## config.mk

```make
export PLATFORM = sky130hd
export DESIGN_NAME = srsm_fifo
export DESIGN_NICKNAME = d
export VERILOG_FILES = /design/src/hdl/srsm_pkg.sv /design/src/hdl/srsm_fifo.sv
export SDC_FILE = /design/constraint.sdc
export NUM_CORES = 1
export LEC_CHECK = 0
export BUFFER_PORTS_ARGS = -buffer_cell sky130_fd_sc_hd__buf_4
export CORE_ASPECT_RATIO = 1.2
export CORE_MARGIN = 8
export CORE_UTILIZATION = 40
export CTS_CLUSTER_SIZE = 40
export DETAILED_ROUTE_END_ITERATION = 8
export GPL_TIMING_DRIVEN = 0
export PLACE_DENSITY = 0.67
export RECOVER_POWER = 50
export SYNTH_ARGS = -nofsm -noshare
export SYNTH_HDL_FRONTEND = slang
export SYNTH_SLANG_ARGS = --single-unit
export TNS_END_PERCENT = 100
```

## constraint.sdc

```tcl
create_clock -name clock -period 16 [get_ports clock]
set_input_delay 3.2 -clock clock [delete_from_list [all_inputs] [get_ports clock]]
set_output_delay 3.2 -clock clock [all_outputs]
set_load 0.02 [all_outputs]
```

## src/hdl/srsm_pkg.sv

```systemverilog
// Package with shared constants, codes and the request descriptor of the reassembler.
package srsm_pkg;

   localparam int unsigned MAX_SDU_BYTES = 2048;
   localparam int unsigned ADDR_W = $clog2(MAX_SDU_BYTES);
   localparam int unsigned HDR_BYTES = 8;
   localparam logic [12:0] COUNT_SAT = 13'd8191;

   typedef enum logic [1:0] {
      REG_MAGIC = 2'd0,
      REG_START = 2'd1,
      REG_END   = 2'd2
   } csr_index_type;

   typedef enum logic [2:0] {
      ST_MID    = 3'd0,
      ST_TAKEN  = 3'd1,
      ST_DONE   = 3'd2,
      ST_REJECT = 3'd3,
      ST_READ   = 3'd4,
      ST_EMPTY  = 3'd5
   } status_type;

   // One classified request handed from the front end to the back end.
   typedef struct packed {
      logic              is_read;
      logic              idle;
      logic              first;
      logic              is_payload;
      logic              pos_ok;
      logic              start_match;
      logic [ADDR_W-1:0] pos;
      logic [15:0]       offset;
      logic [7:0]        data;
      logic              fin;
      logic              hdr_bad;
      logic              geom_bad;
      logic              start;
      logic              last;
      logic [15:0]       id;
      logic [15:0]       total;
      logic [11:0]       payload;
      logic [11:0]       seg_end;
   } op_type;

endpackage

```

## src/hdl/srsm_fifo.sv

```systemverilog
// Two-entry queue of classified requests between front and back end.
module srsm_fifo (
   input  logic             clock,
   input  logic             reset,
   input  logic             push,
   input  srsm_pkg::op_type push_op,
   output logic             full,
   input  logic             pop,
   output logic             valid,
   output srsm_pkg::op_type head
);
   import srsm_pkg::*;

   op_type      entry_ff [2];
   logic        wptr_ff, wptr_in, rptr_ff, rptr_in;
   logic [1:0]  count_ff, count_in;

   // Pointer and fill-level update.
   always_comb begin
      wptr_in = push ? ~wptr_ff : wptr_ff;
      rptr_in = pop ? ~rptr_ff : rptr_ff;
      count_in = count_ff + {1'b0, push} - {1'b0, pop};
   end

   always_ff @(posedge clock) begin
      if (reset) begin
         wptr_ff <= 1'b0;
         rptr_ff <= 1'b0;
         count_ff <= '0;
      end else begin
         wptr_ff <= wptr_in;
         rptr_ff <= rptr_in;
         count_ff <= count_in;
      end
   end

   always_ff @(posedge clock) begin
      if (push) begin
         entry_ff[wptr_ff] <= push_op;
      end
   end

   assign full = (count_ff == 2'd2);
   assign valid = (count_ff != '0);
   assign head = entry_ff[rptr_ff];
endmodule

```

# After elaboration in Yosys (flattened, before gate mapping)
# Memory sizes are Yosys's and may differ from the RTL's. A register that Yosys moved wholly into a read port is not among the register bits.
# Index checks and enable logic that the tools add are counted.
[totals]
memories = 1
output_inout_bits = 104
mem_bits_rw = 204
elab_cells = 14
inputBits = 106
register_bits = 4
[classes]
bitwise_logic = 2
reduce_logical = 1
n_eq_ne = 1
muxes = 4
add_sub_neg = 2
[memory_table]
columns = ["memory", "words", "word_bits", "read_ports", "rd_clocked_by_memory_dff", "wr", "line_no", "rtl"]
rows = [
  ["entry_ff", 2, 102, 1, 1, 1, "srsm_fifo.sv:14", "op_type entry_ff [2];"],
]
[op_table]
columns = ["operator", "count"]
rows = [
  ["1-bit two-way mux", 4],
  ["2-bit by 1-bit adder with 2-bit output", 1],
  ["2-bit == test (second input constant)", 1],
  ["1-bit inverter", 2],
  ["2-bit nonzero test", 1],
  ["2-bit by 1-bit subtractor with 2-bit output", 1],
]

# Longest topological paths before layout
[logic_depth]
ltp_word = 3
mapped_depth = 6
depth_no_buf = 6

# Least setup slack after synthesis
# OpenSTA, ideal clock, no wires.
[synth_timing]
path_type = "input to register"
start = "input push"
end = "memory entry_ff[0][0] (netlist bit) (enable)"
setup_slack_ns = 7.786
arrival_ns = 7.638
path_stages = 1
setup_time_ns = 0.576
t_required_ns = 15.424
path_buffers = 0
cell_sequence = "nor2b_1"
[synth_between]
elab_chain_cells = 2
[synth_lines]
columns = ["item", "line_no", "rtl"]
rows = [
  ["from (decl)", "srsm_fifo.sv:5", "input logic push,"],
  ["1-bit two-way mux", "srsm_fifo.sv:38", "if (push) begin"],
  ["1-bit two-way mux (not written as such)", "srsm_fifo.sv:39", "entry_ff[wptr_ff] <= push_op;"],
  ["to (decl)", "srsm_fifo.sv:14", ""],
]
# Every way passes these cells.

# Final worst setup path
[layout_timing]
start = "input push"
end = "memory entry_ff[1][80] (netlist bit) (enable)"
# Same word-level chain as after synthesis.

==> impl_metrics.ini <==
[synth]
yosysSeqAreaShare = 0.7880
synth_top_family_by_area = multiplexers
synth_fa_ha_area_frac = 0.003167
synth.distinct_cells = 15
synthesis.area_um2 = 7901
synth_xor_area_frac = 0.005067
synth_cells = 338
synthMuxAreaShare = 0.1834
syn_avg_cell_area_um2 = 23.38
ys_warn_count = 0
synth_compound_gate_area_share = 0
synth_seq_cells = 209
synth_nets = 446
synth-simple-area-share = 0.005859

[global_routing]
grt_max_degree = 63
use_met2 = 0.2138
track_usage = 0.1212
overflow = 0
use_met1 = 0.1367
top_usage_layer = met2
use_met3 = 0.03897
grt_pass1_vias = 4240
grt_pass1_wl_mm = 22.90
antenna_found_initial = 1

[timing]
setup_ws_ns = 10.21
period_share = 0.3621
setup_viol = 0
tns_ns = 0
relSlewSlack = -0.9627
hold_viol_final = 0
rsz0062_at_grt = false
min_period_ns = 5.793
worstMarginPinSlew_ns = 2.942
maxSlewViolCount = 56
fin_skew_ns = 0.01008
fmax_ghz = 0.1726

[critical_path]
critical_path_arrival_ns = 5.93
cp.required_ns = 16.14
end_kind = flop
worstSetupPathType = primary input to flop
path_max_fanout = 62
startpoint_type = primary input

[final_layout]
drive_above_1_share = 0.5595
final_cells = 849
syn2layout_area_growth_pct = 32.32
fin_area_um2 = 10460
final_nets = 682
final_cell_mix = edfxtp_1 (204), buf_4 (106), mux2_4 (80)
num_antenna_cells = 0
layout_commonest_cell = edfxtp_1

[status]
violations = capacitance limit, slew limit
outcome = finished, violations left

[route]
ant_nets = 0
drc_errors = 0
routed_wirelength_mm = 15.36
viasPerCell = 4.501
first_pass_iters = 4
vias = 3821
drtIter0Drc = 116
wl_per_cell_um = 18.09

[clocking]
clock-root-buffer = clkbuf_16
cts_tree = done
cts_max_level = 1
clk_path_buf_depth = 3
clock_latency_ns = 0.48
cts_resized = 0
postCtsSetupBuffers = 0
cts.sinks = 209
clk_pin_slew_worst_paths_ns = 0.06
cts_hold_buf = 0
cts_made_buffers = 21

[die]
dieArea_um2 = 24530
start_util = 0.4056
placement_rows = 56
die_h_um = 170.0
dieWidth_um = 144.3
ios = 210
fp.coreArea_um2 = 19480

[placed_design]
placed_cell_area_um2 = 9894
port-buffer-count = 209
dp.cells = 812
hpwl_mm = 10.99
dp_slack_ns = 11.31
place_congestion = 0.7143

[run]
max_cap_viol_count = 2

[power]
max-vdd-ir-drop_v = 0.00008635
power_density_nw_per_um2 = 126.9
total_leakage_power_nw = 4.022

[min_path]
min_path_type = flop to flop
[metrics by stage]
step	power [W]	hold WS [ns]	utilization
after CTS	0.001351	0.5253	0.5427
final	0.001326	0.5308	0.5367
after detailed placement	0.0008702	0.5127	0.5080
after floorplan	0.0007811	0.4799	-
after global routing	0.001376	0.5647	0.5367
after global placement	0.0008679	0.4944	0.5030
[cells in the mapped netlist]
cell,number,area (µm²)
xnor2_1,2,17.52
buf_4,1,7.510
inv_1,2,7.510
nor2_1,4,15.01
mux2_4,80,1201
xnor3_1,1,22.52
edfxtp_1,204,6126
dfxtp_1,5,100.1
and2_1,1,6.260
buf_2,2,10.01
mux2_2,22,247.7
or2_2,1,6.260
buf_6,8,90.09
nor2b_1,3,18.77
ha_1,2,25.02
[worst paths after layout]
path | startpoint | to | slack (ns) | cells past startpoint
worst max-delay path | push | entry_ff[1][80] | 10.21 | 3
worst min-delay path | rptr_ff | rptr_ff | 0.53 | 2
worst max register to register | wptr_ff | entry_ff[1][80] | 12.75 | 2
worst min register to register | rptr_ff | rptr_ff | 0.53 | 2
[power breakdown]
part / total [W] / leakage, nW / switching [W] / internal [W]
Sequential: 0.000648 / 1.96 / 0.00000857 / 0.000640
Clock: 0.000476 / 0.334 / 0.000187 / 0.000289
Combinational: 0.000202 / 1.73 / 0.000101 / 0.000101
Total: 0.00133 / 4.02 / 0.000296 / 0.00103
[kinds of logic after synthesis]
| logic type | count (synthesis) |
|---|---|
| simple gates | 9 |
| mux | 102 |
| flops | 209 |
| buf+inv | 13 |
| fa+ha+maj | 2 |
| xor+xnor | 3 |
[layout make-up]
cell class | count | area (µm²)
Inverter | 2 | 7.507
Fill cell | 1616 | 9024
Sequential cell | 209 | 6226
Clock inverter | 12 | 135.1
Multi-Input combinational cell | 116 | 1560
Buffer | 11 | 107.6
Timing Repair Buffer | 213 | 1551
Clock buffer | 25 | 540.5
Tap cell | 261 | 326.6
[critical path, cell delays in order]
cell and delay, ns:
clkbuf_1 0.17, and2_0 2.16, buf_16 0.34
[state kept, by name, indices dropped and copies added (netlist names), named ones only]
name / count
rptr_ff: 1
count_ff: 2
wptr_ff: 1
entry_ff: 204
[per-layer routing]
layer  up-vias  routed length (µm)
met4         2                 283
met1      1847                5787
met5         -                  13
met2       140                7952
li1       1810                   -
met3        22                1324
Power figures use the tool's default switching activity.
