**config.mk**
```make
export PLATFORM = sky130hd
export DESIGN_NAME = srsm_front
export DESIGN_NICKNAME = d
export VERILOG_FILES = /design/src/hdl/srsm_pkg.sv /design/src/hdl/srsm_front.sv
export SDC_FILE = /design/constraint.sdc
export NUM_CORES = 1
export LEC_CHECK = 0
export ABC_AREA = 1
export BUFFER_PORTS_ARGS = -buffer_cell sky130_fd_sc_hd__clkbuf_2
export CORE_UTILIZATION = 50
export DETAILED_ROUTE_END_ITERATION = 16
export PLACE_DENSITY = 0.78
export SYNTH_ARGS = -nofsm -noshare
export SYNTH_HDL_FRONTEND = slang
export SYNTH_SLANG_ARGS = --single-unit
export TNS_END_PERCENT = 50
```
**constraint.sdc**
```tcl
create_clock -name clock -period 4.3 [get_ports clock]
set_input_delay 0.43 -clock clock [delete_from_list [all_inputs] [get_ports clock]]
set_output_delay 0.43 -clock clock [all_outputs]
set_load 0.01 [all_outputs]
```
**src/hdl/srsm_pkg.sv**
```systemverilog
// Package with shared constants, codes and the request descriptor of the reassembler.
package srsm_pkg;

   localparam int unsigned MAX_SDU_BYTES = 2048;
   localparam int unsigned ADDR_W = $clog2(MAX_SDU_BYTES);
   localparam int unsigned HDR_BYTES = 8;
   localparam logic [12:0] COUNT_SAT = 13'd8191;

   typedef enum logic [1:0] {
      REG_MAGIC = 2'd0,
      REG_START = 2'd1,
      REG_END   = 2'd2
   } csr_index_type;

   typedef enum logic [2:0] {
      ST_MID    = 3'd0,
      ST_TAKEN  = 3'd1,
      ST_DONE   = 3'd2,
      ST_REJECT = 3'd3,
      ST_READ   = 3'd4,
      ST_EMPTY  = 3'd5
   } status_type;

   // One classified request handed from the front end to the back end.
   typedef struct packed {
      logic              is_read;
      logic              idle;
      logic              first;
      logic              is_payload;
      logic              pos_ok;
      logic              start_match;
      logic [ADDR_W-1:0] pos;
      logic [15:0]       offset;
      logic [7:0]        data;
      logic              fin;
      logic              hdr_bad;
      logic              geom_bad;
      logic              start;
      logic              last;
      logic [15:0]       id;
      logic [15:0]       total;
      logic [11:0]       payload;
      logic [11:0]       seg_end;
   } op_type;

endpackage

```
**src/hdl/srsm_front.sv**
```systemverilog
// Front end: tracks PDU bytes and header, classifies each request.
module srsm_front (
   input  logic                clock,
   input  logic                reset,
   input  logic                fire,
   input  logic                kind,
   input  logic [7:0]          data_byte,
   input  logic                pdu_end,
   input  logic [7:0]          header_magic,
   input  logic [7:0]          start_flag_mask,
   input  logic [7:0]          end_flag_mask,
   output srsm_pkg::op_type    op
);
   import srsm_pkg::*;

   logic [12:0] cnt_ff, cnt_in;
   logic [63:0] hdr_ff, hdr_in;
   logic [63:0] hdr_base, hdr_new;
   logic [16:0] pos_full, payload_full, end_full;
   logic [15:0] cur_offset, total;
   logic [12:0] cnt_new;

   // Header shift and byte count of the PDU in progress.
   always_comb begin
      hdr_base = (cnt_ff == '0) ? '0 : hdr_ff;
      hdr_new = (cnt_ff < 13'(HDR_BYTES)) ? {hdr_base[55:0], data_byte} : hdr_base;
      cnt_new = (cnt_ff < COUNT_SAT) ? cnt_ff + 13'd1 : cnt_ff;
      cnt_in = cnt_ff;
      hdr_in = hdr_ff;
      if (fire && !kind) begin
         cnt_in = pdu_end ? '0 : cnt_new;
         hdr_in = pdu_end ? '0 : hdr_new;
      end
   end

   always_ff @(posedge clock) begin
      if (reset) begin
         cnt_ff <= '0;
         hdr_ff <= '0;
      end else begin
         cnt_ff <= cnt_in;
         hdr_ff <= hdr_in;
      end
   end

   // Classification of the current request.
   always_comb begin
      cur_offset = hdr_ff[15:0];
      pos_full = {1'b0, cur_offset} + {4'd0, cnt_ff} - 17'(HDR_BYTES);
      total = hdr_new[31:16];
      payload_full = {4'd0, cnt_new} - 17'(HDR_BYTES);
      end_full = {1'b0, hdr_new[15:0]} + payload_full;
      op.is_read = kind;
      op.idle = (cnt_ff == '0);
      op.first = !kind && (cnt_ff == '0);
      op.is_payload = !kind && (cnt_ff >= 13'(HDR_BYTES)) && (cnt_ff < COUNT_SAT);
      op.pos_ok = pos_full < 17'(MAX_SDU_BYTES);
      op.start_match = (hdr_ff[63:56] == header_magic) && ((hdr_ff[55:48] & start_flag_mask) != '0);
      op.pos = pos_full[ADDR_W-1:0];
      op.offset = cur_offset;
      op.data = data_byte;
      op.fin = !kind && pdu_end;
      op.hdr_bad = (cnt_new < 13'(HDR_BYTES)) || (cnt_new >= COUNT_SAT)
                   || (hdr_new[63:56] != header_magic);
      op.geom_bad = (total == '0) || ({1'b0, total} > 17'(MAX_SDU_BYTES))
                    || (hdr_new[15:0] > total) || (payload_full > {1'b0, total})
                    || (end_full > {1'b0, total});
      op.start = (hdr_new[55:48] & start_flag_mask) != '0;
      op.last = (hdr_new[55:48] & end_flag_mask) != '0;
      op.id = hdr_new[47:32];
      op.total = total;
      op.payload = payload_full[11:0];
      op.seg_end = end_full[11:0];
   end
endmodule

```
== After elaboration in Yosys (flattened, before gate mapping) ==
Cells that the tools add are included.

* Register bits: 77
* Input port bits: 37
* Logic and storage cells: 45

* Add/sub/neg operators: 5
* Magnitude comparators: 10
* Equal/unequal tests: 2
* Mux-type cells: 5
* Bitwise logic cells: 3
* Reductions and logical operators: 18

{| class="wikitable"
|+ Operator list
! cell !! number
|-
| $mux 64 || 3
|-
| $gt 17x16->1 || 2
|-
| $lt 13x4->1 const B || 2
|-
| $mux 13 || 2
|-
| $and 8x8->8 || 3
|-
| $reduce_bool 8->1 || 3
|-
| $add 16x13->17 || 1
|-
| $add 16x17->17 || 1
|-
| $lt 17x12->1 const B || 1
|-
| $sub 17x4->17 const B || 1
|-
| $gt 16x12->1 const B || 1
|-
| $gt 16x16->1 || 1
|-
| $logic_not 16->1 || 1
|-
| $sub 13x4->14 const B || 1
|-
| $add 13x1->13 const B || 1
|-
| $ge 13x13->1 const B || 1
|-
| $ge 13x4->1 const B || 1
|-
| $logic_not 13->1 || 1
|-
| $lt 13x13->1 const B || 1
|-
| $eq 8x8->1 || 1
|-
| $ne 8x8->1 || 1
|-
| $logic_and 1x1->1 || 6
|-
| $logic_or 1x1->1 || 6
|-
| $logic_not 1->1 || 1
|}

== Longest topological paths before layout ==
Gate-level depths: netlist of run 1.

* Depth in word-level cells: 8
* Mapped depth: 29
* Depth with buffers taken out: 27

== Worst setup path after synthesis of run 1 ==
Ideal clock, no wire load.

* Path kind: reg2out
* Start point: reg cnt_ff[0]
* End point: out op[58] (netlist name)
* Data arrival time: 4.007 ns
* Setup slack: -0.137 ns
* Cell stages (with the launch flop): 24
* Buffers on the path: 0
* Path through: dfxtp_1 inv_1 nor2_2 xor2_1 nor2_1 ha_1 nand3_2 xnor2_1 ha_1 nand2_1 or2_2 nand3_1 nand2_1 nand2_1 xor2_1 ha_1 a21oi_1 nor2_1 a211oi_1 nand2_1 nand2_1 nand2_1 a21boi_0 nand3_1

{| class="wikitable"
|+ RTL lines
! what !! line !! RTL
|-
| start: declaration || srsm_front.sv:16 || <nowiki>logic [12:0] cnt_ff, cnt_in;</nowiki>
|-
| start signal: assignment || srsm_front.sv:41 || <nowiki>cnt_ff <= cnt_in;</nowiki>
|-
| end: declaration || srsm_front.sv:12 || <nowiki>output srsm_pkg::op_type op</nowiki>
|}

==> run metrics, run 1 <==
outcome finished, violations left; failing checks setup timing; Die Wd around 130 um; prevailing post-synth register cell dfxtp_1; final wirelength between 20000 and 30000 um; maxcap violations 0; most frequent cells in the layout nand2_1 (339), inv_1 (180), buf_4 (139); Critical Path RT 3.87 ns; HP Class register to register; Mapped Area 8036 um2; crit path DAT 4.20 ns; row count 45; flops & latches, synth 77; Final HPWL DP roughly 20000 um; crit start category register; WL/cell 16.21 um; Post-synth EDFFs 0; Final Cycle Share 107.7%; clock latency on the worst-skew pair 0.35 ns; total negative slack -0.3301 ns; fmax 216.0 MHz; hold path startpoint hdr_ff[35]$_SDFFE_PP0P_; CTS root buffer clkbuf_16; largest net degree at the start of global routing 82; Pre-antenna DRT Iters 5; initial core utilization 52.09%; RR Startpoint cnt_ff[3]$_SDFFE_PP0P_; initial antenna violation count 0; Yosys top cell area share 19.18%; top post-synthesis cells by area dfxtp_1 (19%), nand2_1 (16%), ha_1 (15%), inv_1 (8.6%), a21oi_1 (7.2%); Async S/R FF share, synth 0%; via-per-instance ratio 5.416; CTS clk-pin slew, worst paths 0.07 ns; Ports approximately 140; clk sinks 77; syn nets 1424; CTS tree yes; antenna viol nets, final 0; commonest non-fill, non-tap cell in the layout nand2_1; clock buffer depth 2; Worst Hold Path EP hdr_ff[35]$_SDFFE_PP0P_; final setup margin -0.3301 ns; CTS Buf Count 9; die area 16580 um2; Yosys top cell by area dfxtp_1; Routability Congestion 1.010; Hold Crit Depth 2; depth of the CTS H-tree 3; CP Capture Type primary output; die height 128.8 um; Area Growth Syn to Fin 30.05%; min cycle time layout 4.630 ns; drt initial violations 803; r2r endpoint hdr_ff[31]$_SDFFE_PP0P_; LEAKAGE 0.005378 uW; residual DRC count 0; vias in the first global route 8522; total grt overflow 0; final core occ 67.75%; yosys warns 0; layout cells sized above 1 around 27%; Clock Skew 0.01195 ns; FF-to-FF path depth 12; Critical Path Fanout Max 4; slew margin rel. 34.90%; Slew Limit Fails 0; Antenna Cells 0; port bufs approximately 140; final setup vio count 1; Slew @ Worst Pin 0.9766 ns; RSZ-0062 raised after global routing yes; Design Area, Final 10450 um2; total number of vias 9364; DP Worst Slack -0.2116 ns; final net count about 1.6k; syn avg cell area 6.239 um2; Power Density 178.6 nW/um2; fillcell total 1351; first-pass GRT wire length 42720 um; total power 1867 uW; dpl cell area 9552 um2; Max VDD drop 0.1655 mV; Core Region 15430 um2; synthesized instance count around 1.3k; register area share after synthesis 19.18%; minimum setup slack among reg-to-reg paths 1.61 ns; Hold Fails Final Rpt 0; Yosys cell types 43; CP Class register to primary output; global-route usage over all layers 33.04%
[synth_stat cells (all sizes together), types with 3 or more instances]
cell	instances
a21o	5
a21oi	116
a31oi	9
buf	47
clkbuf	21
dfxtp	77
ha	97
inv	188
nand2	360
nand3	71
nand3b	3
nand4	11
nor2	105
nor3	8
o21ai	80
o21bai	4
o22ai	20
or2	7
xnor2	11
xor2	29
[worst max-delay path by stage]
stage                         to              startpoint  slack, ns  cells after the start
final                     op[58]  cnt_ff[0]$_SDFFE_PP0P_      -0.33                     24
after global routing      op[58]  cnt_ff[4]$_SDFFE_PP0P_      -0.56                     24
after CTS                 op[58]  cnt_ff[3]$_SDFFE_PP0P_      -0.23                     25
after detailed placement  op[58]  cnt_ff[1]$_SDFFE_PP0P_      -0.21                     24
after global placement    op[58]  cnt_ff[1]$_SDFFE_PP0P_      -0.11                     26
after floorplan           op[58]  cnt_ff[0]$_SDFFE_PP0P_       0.01                     22
[power breakdown]
group	total, uW	leakage [uW]	internal (uW)	switching (uW)
Sequential	718	0.000626	714	4.18
Clock	772	0.000136	404	368
Combinational	377	0.00462	157	220
Total	1870	0.00538	1270	592
[cell type report]
cell class                      instances  area, um2  area share [%]
Tap cell                              211      264.0           2.526
Multi-Input combinational cell        954       5816           55.64
Inverter                              189      711.9           6.812
Sequential cell                        77       1560           14.93
Clock inverter                          7      66.31          0.6345
Clock buffer                            9      225.2           2.155
Timing Repair Buffer                  282       1808           17.30
[critical path: stages (launching register included)]
cell and delay, ns:
dfxtp_2 0.36, buf_4 0.12, inv_2 0.05, nor2_4 0.19
nand2_2 0.09, xor2_2 0.20, buf_4 0.17, nand3_2 0.11
nor3_4 0.22, xor2_2 0.24, ha_1 0.30, a21oi_1 0.13
inv_1 0.07, a21oi_2 0.18, inv_1 0.06, a21oi_1 0.12
nand2_1 0.09, xor2_1 0.15, ha_1 0.31, nand3_2 0.08
nor3b_2 0.15, nand3_1 0.10, a21boi_2 0.16, nand3_1 0.07
clkbuf_2 0.13
[cells by family after synthesis]
group,count (synthesis),share of synthesized area [%]
simple gates,569,30.14
compound gates,246,16.69
xor+xnor,40,4.359
fa+ha+maj,99,15.60
flops,77,19.18
buf+inv,257,14.03
[layer usage]
layer | routed length (um) | global-route usage, % | share of wire [%]
met5 | 0 | 0 | 0
met4 | 1418 | 17.02 | 5.1
met3 | 1974 | 5.821 | 7.0
met2 | 12730 | 53.55 | 45
met1 | 11900 | 42.05 | 42
[state kept, by name, indices dropped and copies added, names as in the netlist]
signal	flops
hdr_ff	64
cnt_ff	13
[through the flow]
stage | hold slack, ns | instances
2_1_floorplan | 0.4453 | 1288
5_1_grt | 0.4818 | 1729
4_1_cts | 0.4662 | 1724
6_report | 0.4676 | 1729
3_5_place_dp | 0.4552 | 1693
3_3_place_gp | 0.4520 | 1693
[timing repair]
action                     4_1_cts  5_1_grt
cloned                           0        0
setup endpoints to repair        1        1
hold buffers                     0        0
pin swaps                       40       31
buffers inserted                15        5
resized for setup               78       25
(Power assumes the default switching activity.)
==> run 2, diff against run 1 <==
--- a/config.mk
+++ b/config.mk
@@ -7,9 +7,11 @@
 export LEC_CHECK = 0
 export ABC_AREA = 1
 export BUFFER_PORTS_ARGS = -buffer_cell sky130_fd_sc_hd__clkbuf_2
+export CORE_MARGIN = 2
 export CORE_UTILIZATION = 50
 export DETAILED_ROUTE_END_ITERATION = 16
 export PLACE_DENSITY = 0.78
+export SETUP_SLACK_MARGIN = 0.15
 export SYNTH_ARGS = -nofsm -noshare
 export SYNTH_HDL_FRONTEND = slang
 export SYNTH_SLANG_ARGS = --single-unit
==> run 2 against run 1 <==
Compared with the run above: wire length is 2.0% lower; hold slack lost 0.0030 ns; largest cell class unchanged; the flow still finishes with violations (setup timing); count of clock-buffer cells in the layout stayed put.
==> run metrics, run 2 (same netlist as run 1, synthesis figures left out) <==
Worst Hold Path EP hdr_ff[33]$_SDFFE_PP0P_; total number of vias 9275; Slew @ Worst Pin roughly 0.91 ns; CP Capture Type primary output; Largest Register hdr_ff; dpl cell area 9308 um2; clock latency on the worst-skew pair 0.35 ns; Ports 139; CTS tree yes; CTS Buf Count 9; FF-to-FF path depth 11; RR Startpoint cnt_ff[12]$_SDFFE_PP0P_; residual DRC count 0; antenna viol nets, final 0; LEAKAGE between 0.005 and 0.006 uW; outcome finished, violations left; depth of the CTS H-tree 3; Die Wd 130.8 um; layout cells sized above 1 between 20 and 30%; vias in the first global route about 8.0k; Hold Crit Depth 2; via-per-instance ratio 5.466; sequential share of power ~39%; Multi-input gate area 5854 um2; final wirelength 27460 um; hold path startpoint hdr_ff[33]$_SDFFE_PP0P_; initial antenna violation count 0; Area Growth Syn to Fin 27.46%; Int Power between 1000 and 1500 uW; Comb pwr share 19.9%; clock buffer depth 2; slew margin rel. 39.50%; most frequent cells in the layout nand2_1 (341), inv_1 (181), clkbuf_2 (137); total negative slack -0.3421 ns; Largest register FFs 64; Hold Fails Final Rpt 0; Net Sw Frac 31.35%; final setup margin -0.3421 ns; die area 17100 um2; row count 46; die height 130.8 um; fillcell total 1403; fmax 215.4 MHz; crit start category register; register area 1558 um2; Final HPWL DP between 20000 and 25000 um; Pre-antenna DRT Iters 6; Critical Path Fanout Max 7; crit path DAT 4.21 ns; commonest non-fill, non-tap cell in the layout nand2_1; Clock power frac 41.1%; global-route usage over all layers 30.77%; Max VDD drop 0.1945 mV; drt initial violations 968; r2r endpoint hdr_ff[22]$_SDFFE_PP0P_; Core Region 15770 um2; crit-path max cell delay 0.36 ns; HP Class register to register; Routability Congestion ~1.0; final net count about 1.6k; Power Density ~180 nW/um2; CP Class register to primary output; Clock Skew between 0.009 and 0.01 ns; min cycle time layout 4.642 ns; failing checks setup timing; Antenna Cells 0; maxcap violations 0; initial core utilization 50.96%; Design Area, Final just over 10000 um2; largest net degree at the start of global routing between 80 and 90; Largest regs hdr_ff (64), cnt_ff (13); WL/cell 16.18 um; RSZ-0062 raised after global routing yes; Final Cycle Share 108.0%; slowest CP cell dfxtp_4; CTS root buffer clkbuf_16; clk sinks 77; CTS clk-pin slew, worst paths ~0.070 ns; Critical Path RT 3.87 ns; first-pass GRT wire length 40880 um; total grt overflow 0; port bufs 138; minimum setup slack among reg-to-reg paths 1.71 ns; Slew Limit Fails 0; Sw Pwr 577.2 uW; final setup vio count 1; Hold WS 0.4647 ns; total power 1841 uW
## run 2: cell count changes in the layout (fill, tap and decap cells not counted), moves of 4 or more
cell and delta:
buf_4 -39, dfxtp_2 +4, nand2_2 -4, o21ai_1 -5, o21ai_2 +4
## run 2: metrics by stage
stage                     util, %  setup WS (ns)  instances
final                       64.96        -0.3421       1697
after global routing        64.96        -0.5561       1697
after CTS                   62.80        -0.2115       1682
after detailed placement    59.02        -0.1588       1653
after global placement      59.02       -0.02574       1653
after floorplan                 -         0.1640       1288
## run 2: layout make-up
cell class / count / share of cell area (%)
flip-flops and latches: 77 / 15.21
multi-input cells: 954 / 57.15
repair buffers: 245 / 15.18
clock inverters: 7 / 0.6474
well taps: 216 / 2.638
clock buffers: 9 / 2.199
inverters: 189 / 6.974
## run 2: worst max-delay path by stage
stage,from,end,slack [ns],cells past startpoint
after floorplan,cnt_ff[8]$_SDFFE_PP0P_,op[58],0.16,27
after global placement,cnt_ff[1]$_SDFFE_PP0P_,op[58],-0.03,24
after detailed placement,cnt_ff[1]$_SDFFE_PP0P_,op[58],-0.16,24
after CTS,cnt_ff[5]$_SDFFE_PP0P_,op[58],-0.21,26
after global routing,cnt_ff[0]$_SDFFE_PP0P_,op[58],-0.56,24
final,cnt_ff[1]$_SDFFE_PP0P_,op[58],-0.34,26
## run 2: what timing repair did
action,4_1_cts,5_1_grt
gates resized for setup,53,41
buffers inserted,13,14
pin swaps,25,42
hold buffers,0,0
setup endpoints to repair,1,1
endpoints found under the hold margin,0,0
cloned,0,1
## run 2: power by group through the flow
stage,clock network (uW),registers [uW],logic [uW]
2_1_floorplan,0,735,222
3_3_place_gp,0,736,330
3_5_place_dp,0,736,333
4_1_cts,760,720,343
5_1_grt,789,719,404
6_report,756,719,366
## run 2: worst max-delay path: cells and delay by family (launching register included)
| kind | cells | cell delay [ns] |
|---|---|---|
| DFF | 1 | 0.36 |
| xor gates and xnor gates | 2 | 0.38 |
| AOI/OAI and AO/OA | 4 | 0.56 |
| and+or+nand+nor | 12 | 1.28 |
| adders and majority gates | 2 | 0.61 |
| buffers and inverters | 6 | 0.66 |
## run 2: per-layer routing
metal | track usage (%) | part of all wire (%) | vias up
met5 | 0 | 0 | -
met4 | 14.96 | 5.6 | 0
met3 | 3.909 | 8.3 | 107
met2 | 48.44 | 44 | 480
met1 | 41.76 | 42 | 4161
li1 | - | - | 4527
==> run 3, diff against run 2 <==
--- a/config.mk
+++ b/config.mk
@@ -10,7 +10,8 @@
 export CORE_MARGIN = 2
 export CORE_UTILIZATION = 50
 export DETAILED_ROUTE_END_ITERATION = 16
-export PLACE_DENSITY = 0.78
+export PLACE_DENSITY = 0.75
+export REMOVE_ABC_BUFFERS = 1
 export SETUP_SLACK_MARGIN = 0.15
 export SYNTH_ARGS = -nofsm -noshare
 export SYNTH_HDL_FRONTEND = slang
==> constraint.sdc (replaced) <==
create_clock -name clock -period 5.8 [get_ports clock]
set_input_delay 0.58 -clock clock [delete_from_list [all_inputs] [get_ports clock]]
set_output_delay 0.58 -clock clock [all_outputs]
set_load 0.01 [all_outputs]
==> run 3 against run 2 <==
Compared with the run above: the flow now finishes without violations; register-to-register slack improved by 1.2 ns; sequential share of layout area increased by 1.9 points; design area decreased by 12%; via count decreased by 7.2%; combinational power decreased by 35%; die area unchanged; critical path depth decreased by 2; sequential power decreased by 26%; first-iteration DRC count decreased by 16%; power decreased by 28%; final cell count decreased by 5.7%; clock power decreased by 26%; largest power group unchanged.
==> run metrics, run 3 (same netlist as run 1, synthesis figures left out) <==
die height 130.8 um; total grt overflow 0; CTS tree yes; CP Class register to primary output; Final HPWL DP 19080 um; commonest non-fill, non-tap cell in the layout nand2_1; Pre-antenna DRT Iters 5; depth of the CTS H-tree 3; die area 17100 um2; slew margin rel. about a third; WL/cell about 15 um; Critical Path Fanout Max 9; port bufs 138; busiest layer in global routing met2; vias in the first global route roughly 7.5k; RSZ-0062 raised after global routing no; Max VDD drop 0.1127 mV; Clock Skew 0.007337 ns; most frequent cells in the layout nand2_1 (351), inv_1 (184), clkbuf_2 (138); Slew Limit Fails 0; initial core utilization around half; largest net degree at the start of global routing 78; residual DRC count 0; total negative slack 0 ns; clk sinks 77; fmax 190.2 MHz; crit path DAT 4.68 ns; HP Class register to register; Hold Fails Final Rpt 0; via-per-instance ratio 5.374; antenna viol nets, final 0; Routability Congestion around 0.96; Area Growth Syn to Fin 11.96%; Largest regs hdr_ff (64), cnt_ff (13); initial antenna violation count 0; fillcell total 1651; first-pass GRT wire length 38470 um; final net count 1517; Antenna Cells 0; LEAKAGE 0.004638 uW; global-route usage over all layers 28.70%; cts hold-fix bufs 0; Hold WS 0.4664 ns; maxcap violations 0; CTS Buf Count 9; Final Cycle Share 90.66%; min cycle time layout 5.258 ns; met3 GRT Util 4.967%; row count 46; clock latency on the worst-skew pair approximately 0.34 ns; met1 usage in global routing 41.04%; clock buffer depth 2; total number of vias 8603; Ports 139; CTS root buffer clkbuf_16; Critical Path RT between 5 and 6 ns; drt initial violations 812; CP Capture Type primary output; Largest register FFs 64; final wirelength 24780 um; crit start category register; met2 Use GR 45.13%; outcome complete, no violations; final setup vio count 0; Die Wd 130.8 um; Slew @ Worst Pin 1.004 ns; Largest Register hdr_ff; layout cells sized above 1 between 10% and 20%; Core Region 15770 um2; CTS clk-pin slew, worst paths 0.06 ns; Power Density 147.8 nW/um2
-- run 3: cell type report --
cell class              instances  area [um2]  share of cell area, %
flip-flops and latches         77        1541                  17.13
inverters                     189       709.4                  7.885
repair buffers                150       780.7                  8.678
well taps                     216       270.3                  3.004
multi-input cells             954        5409                  60.12
clock buffers                  13       270.3                  3.004
clock inverters                 2       16.27                 0.1808
-- run 3: final timing paths --
| check | start | to | slack, ns | cells after the start |
|---|---|---|---|---|
| hold / removal | hdr_ff[23]$_SDFFE_PP0P_ | hdr_ff[23]$_SDFFE_PP0P_ | 0.47 | 2 |
| hold reg to reg | hdr_ff[23]$_SDFFE_PP0P_ | hdr_ff[23]$_SDFFE_PP0P_ | 0.47 | 2 |
| setup reg to reg | cnt_ff[5]$_SDFFE_PP0P_ | hdr_ff[27]$_SDFFE_PP0P_ | 2.88 | 10 |
| setup / recovery | cnt_ff[3]$_SDFFE_PP0P_ | op[58] | 0.54 | 24 |
-- run 3: power breakdown --
| group | internal, uW | leakage [uW] | switching, uW | total (uW) |
|---|---|---|---|---|
| registers | 531 | 0.000620 | 3.31 | 534 |
| clock network | 325 | 0.000138 | 233 | 558 |
| logic | 84.9 | 0.00388 | 153 | 238 |
| total | 940 | 0.00464 | 389 | 1330 |
-- run 3: stage by stage --
step / instance area [um2] / utilization [%] / instances / total power [uW] / worst slack, ns
2_1_floorplan: 7619 / - / 1220 / 687.3 / 0.8899
3_3_place_gp: 8660 / 54.91 / 1584 / 779.0 / 0.9359
3_5_place_dp: 8660 / 54.91 / 1584 / 780.3 / 0.7824
4_1_cts: 8946 / 56.73 / 1599 / 1332 / 0.4191
5_1_grt: 8997 / 57.05 / 1601 / 1383 / 0.1613
6_report: 8997 / 57.05 / 1601 / 1330 / 0.5418
-- run 3: timing repair --
action,CTS,global route
setup buffers,0,2
setup endpoints to repair,0,1
gates resized for setup,0,7
-- run 3: per-layer routing --
layer	share of wire (%)	wire length, um	up-vias
li1	-	-	4336
met5	0	0	-
met1	46	11350	3919
met3	7.2	1781	35
met4	1.8	437	0
met2	45	11220	313
-- run 3: critical path, cell delays in order, from the launching register on --
cell and delay [ns]:
dfxtp_1 0.49, nand2_2 0.12, nor2_2 0.15, nand2_2 0.11
nor2_8 0.22, nor2_2 0.09, ha_1 0.24, nand3_2 0.13
nor2_4 0.06, xnor2_1 0.45, ha_1 0.39, a21oi_1 0.24
inv_1 0.07, nor2_1 0.12, a21oi_2 0.10, nand3_1 0.07
nand2_1 0.06, xor2_1 0.15, ha_1 0.29, nand3_1 0.10
nor3b_1 0.18, nand3_1 0.09, a21boi_0 0.17, nand3_1 0.09
clkbuf_2 0.14
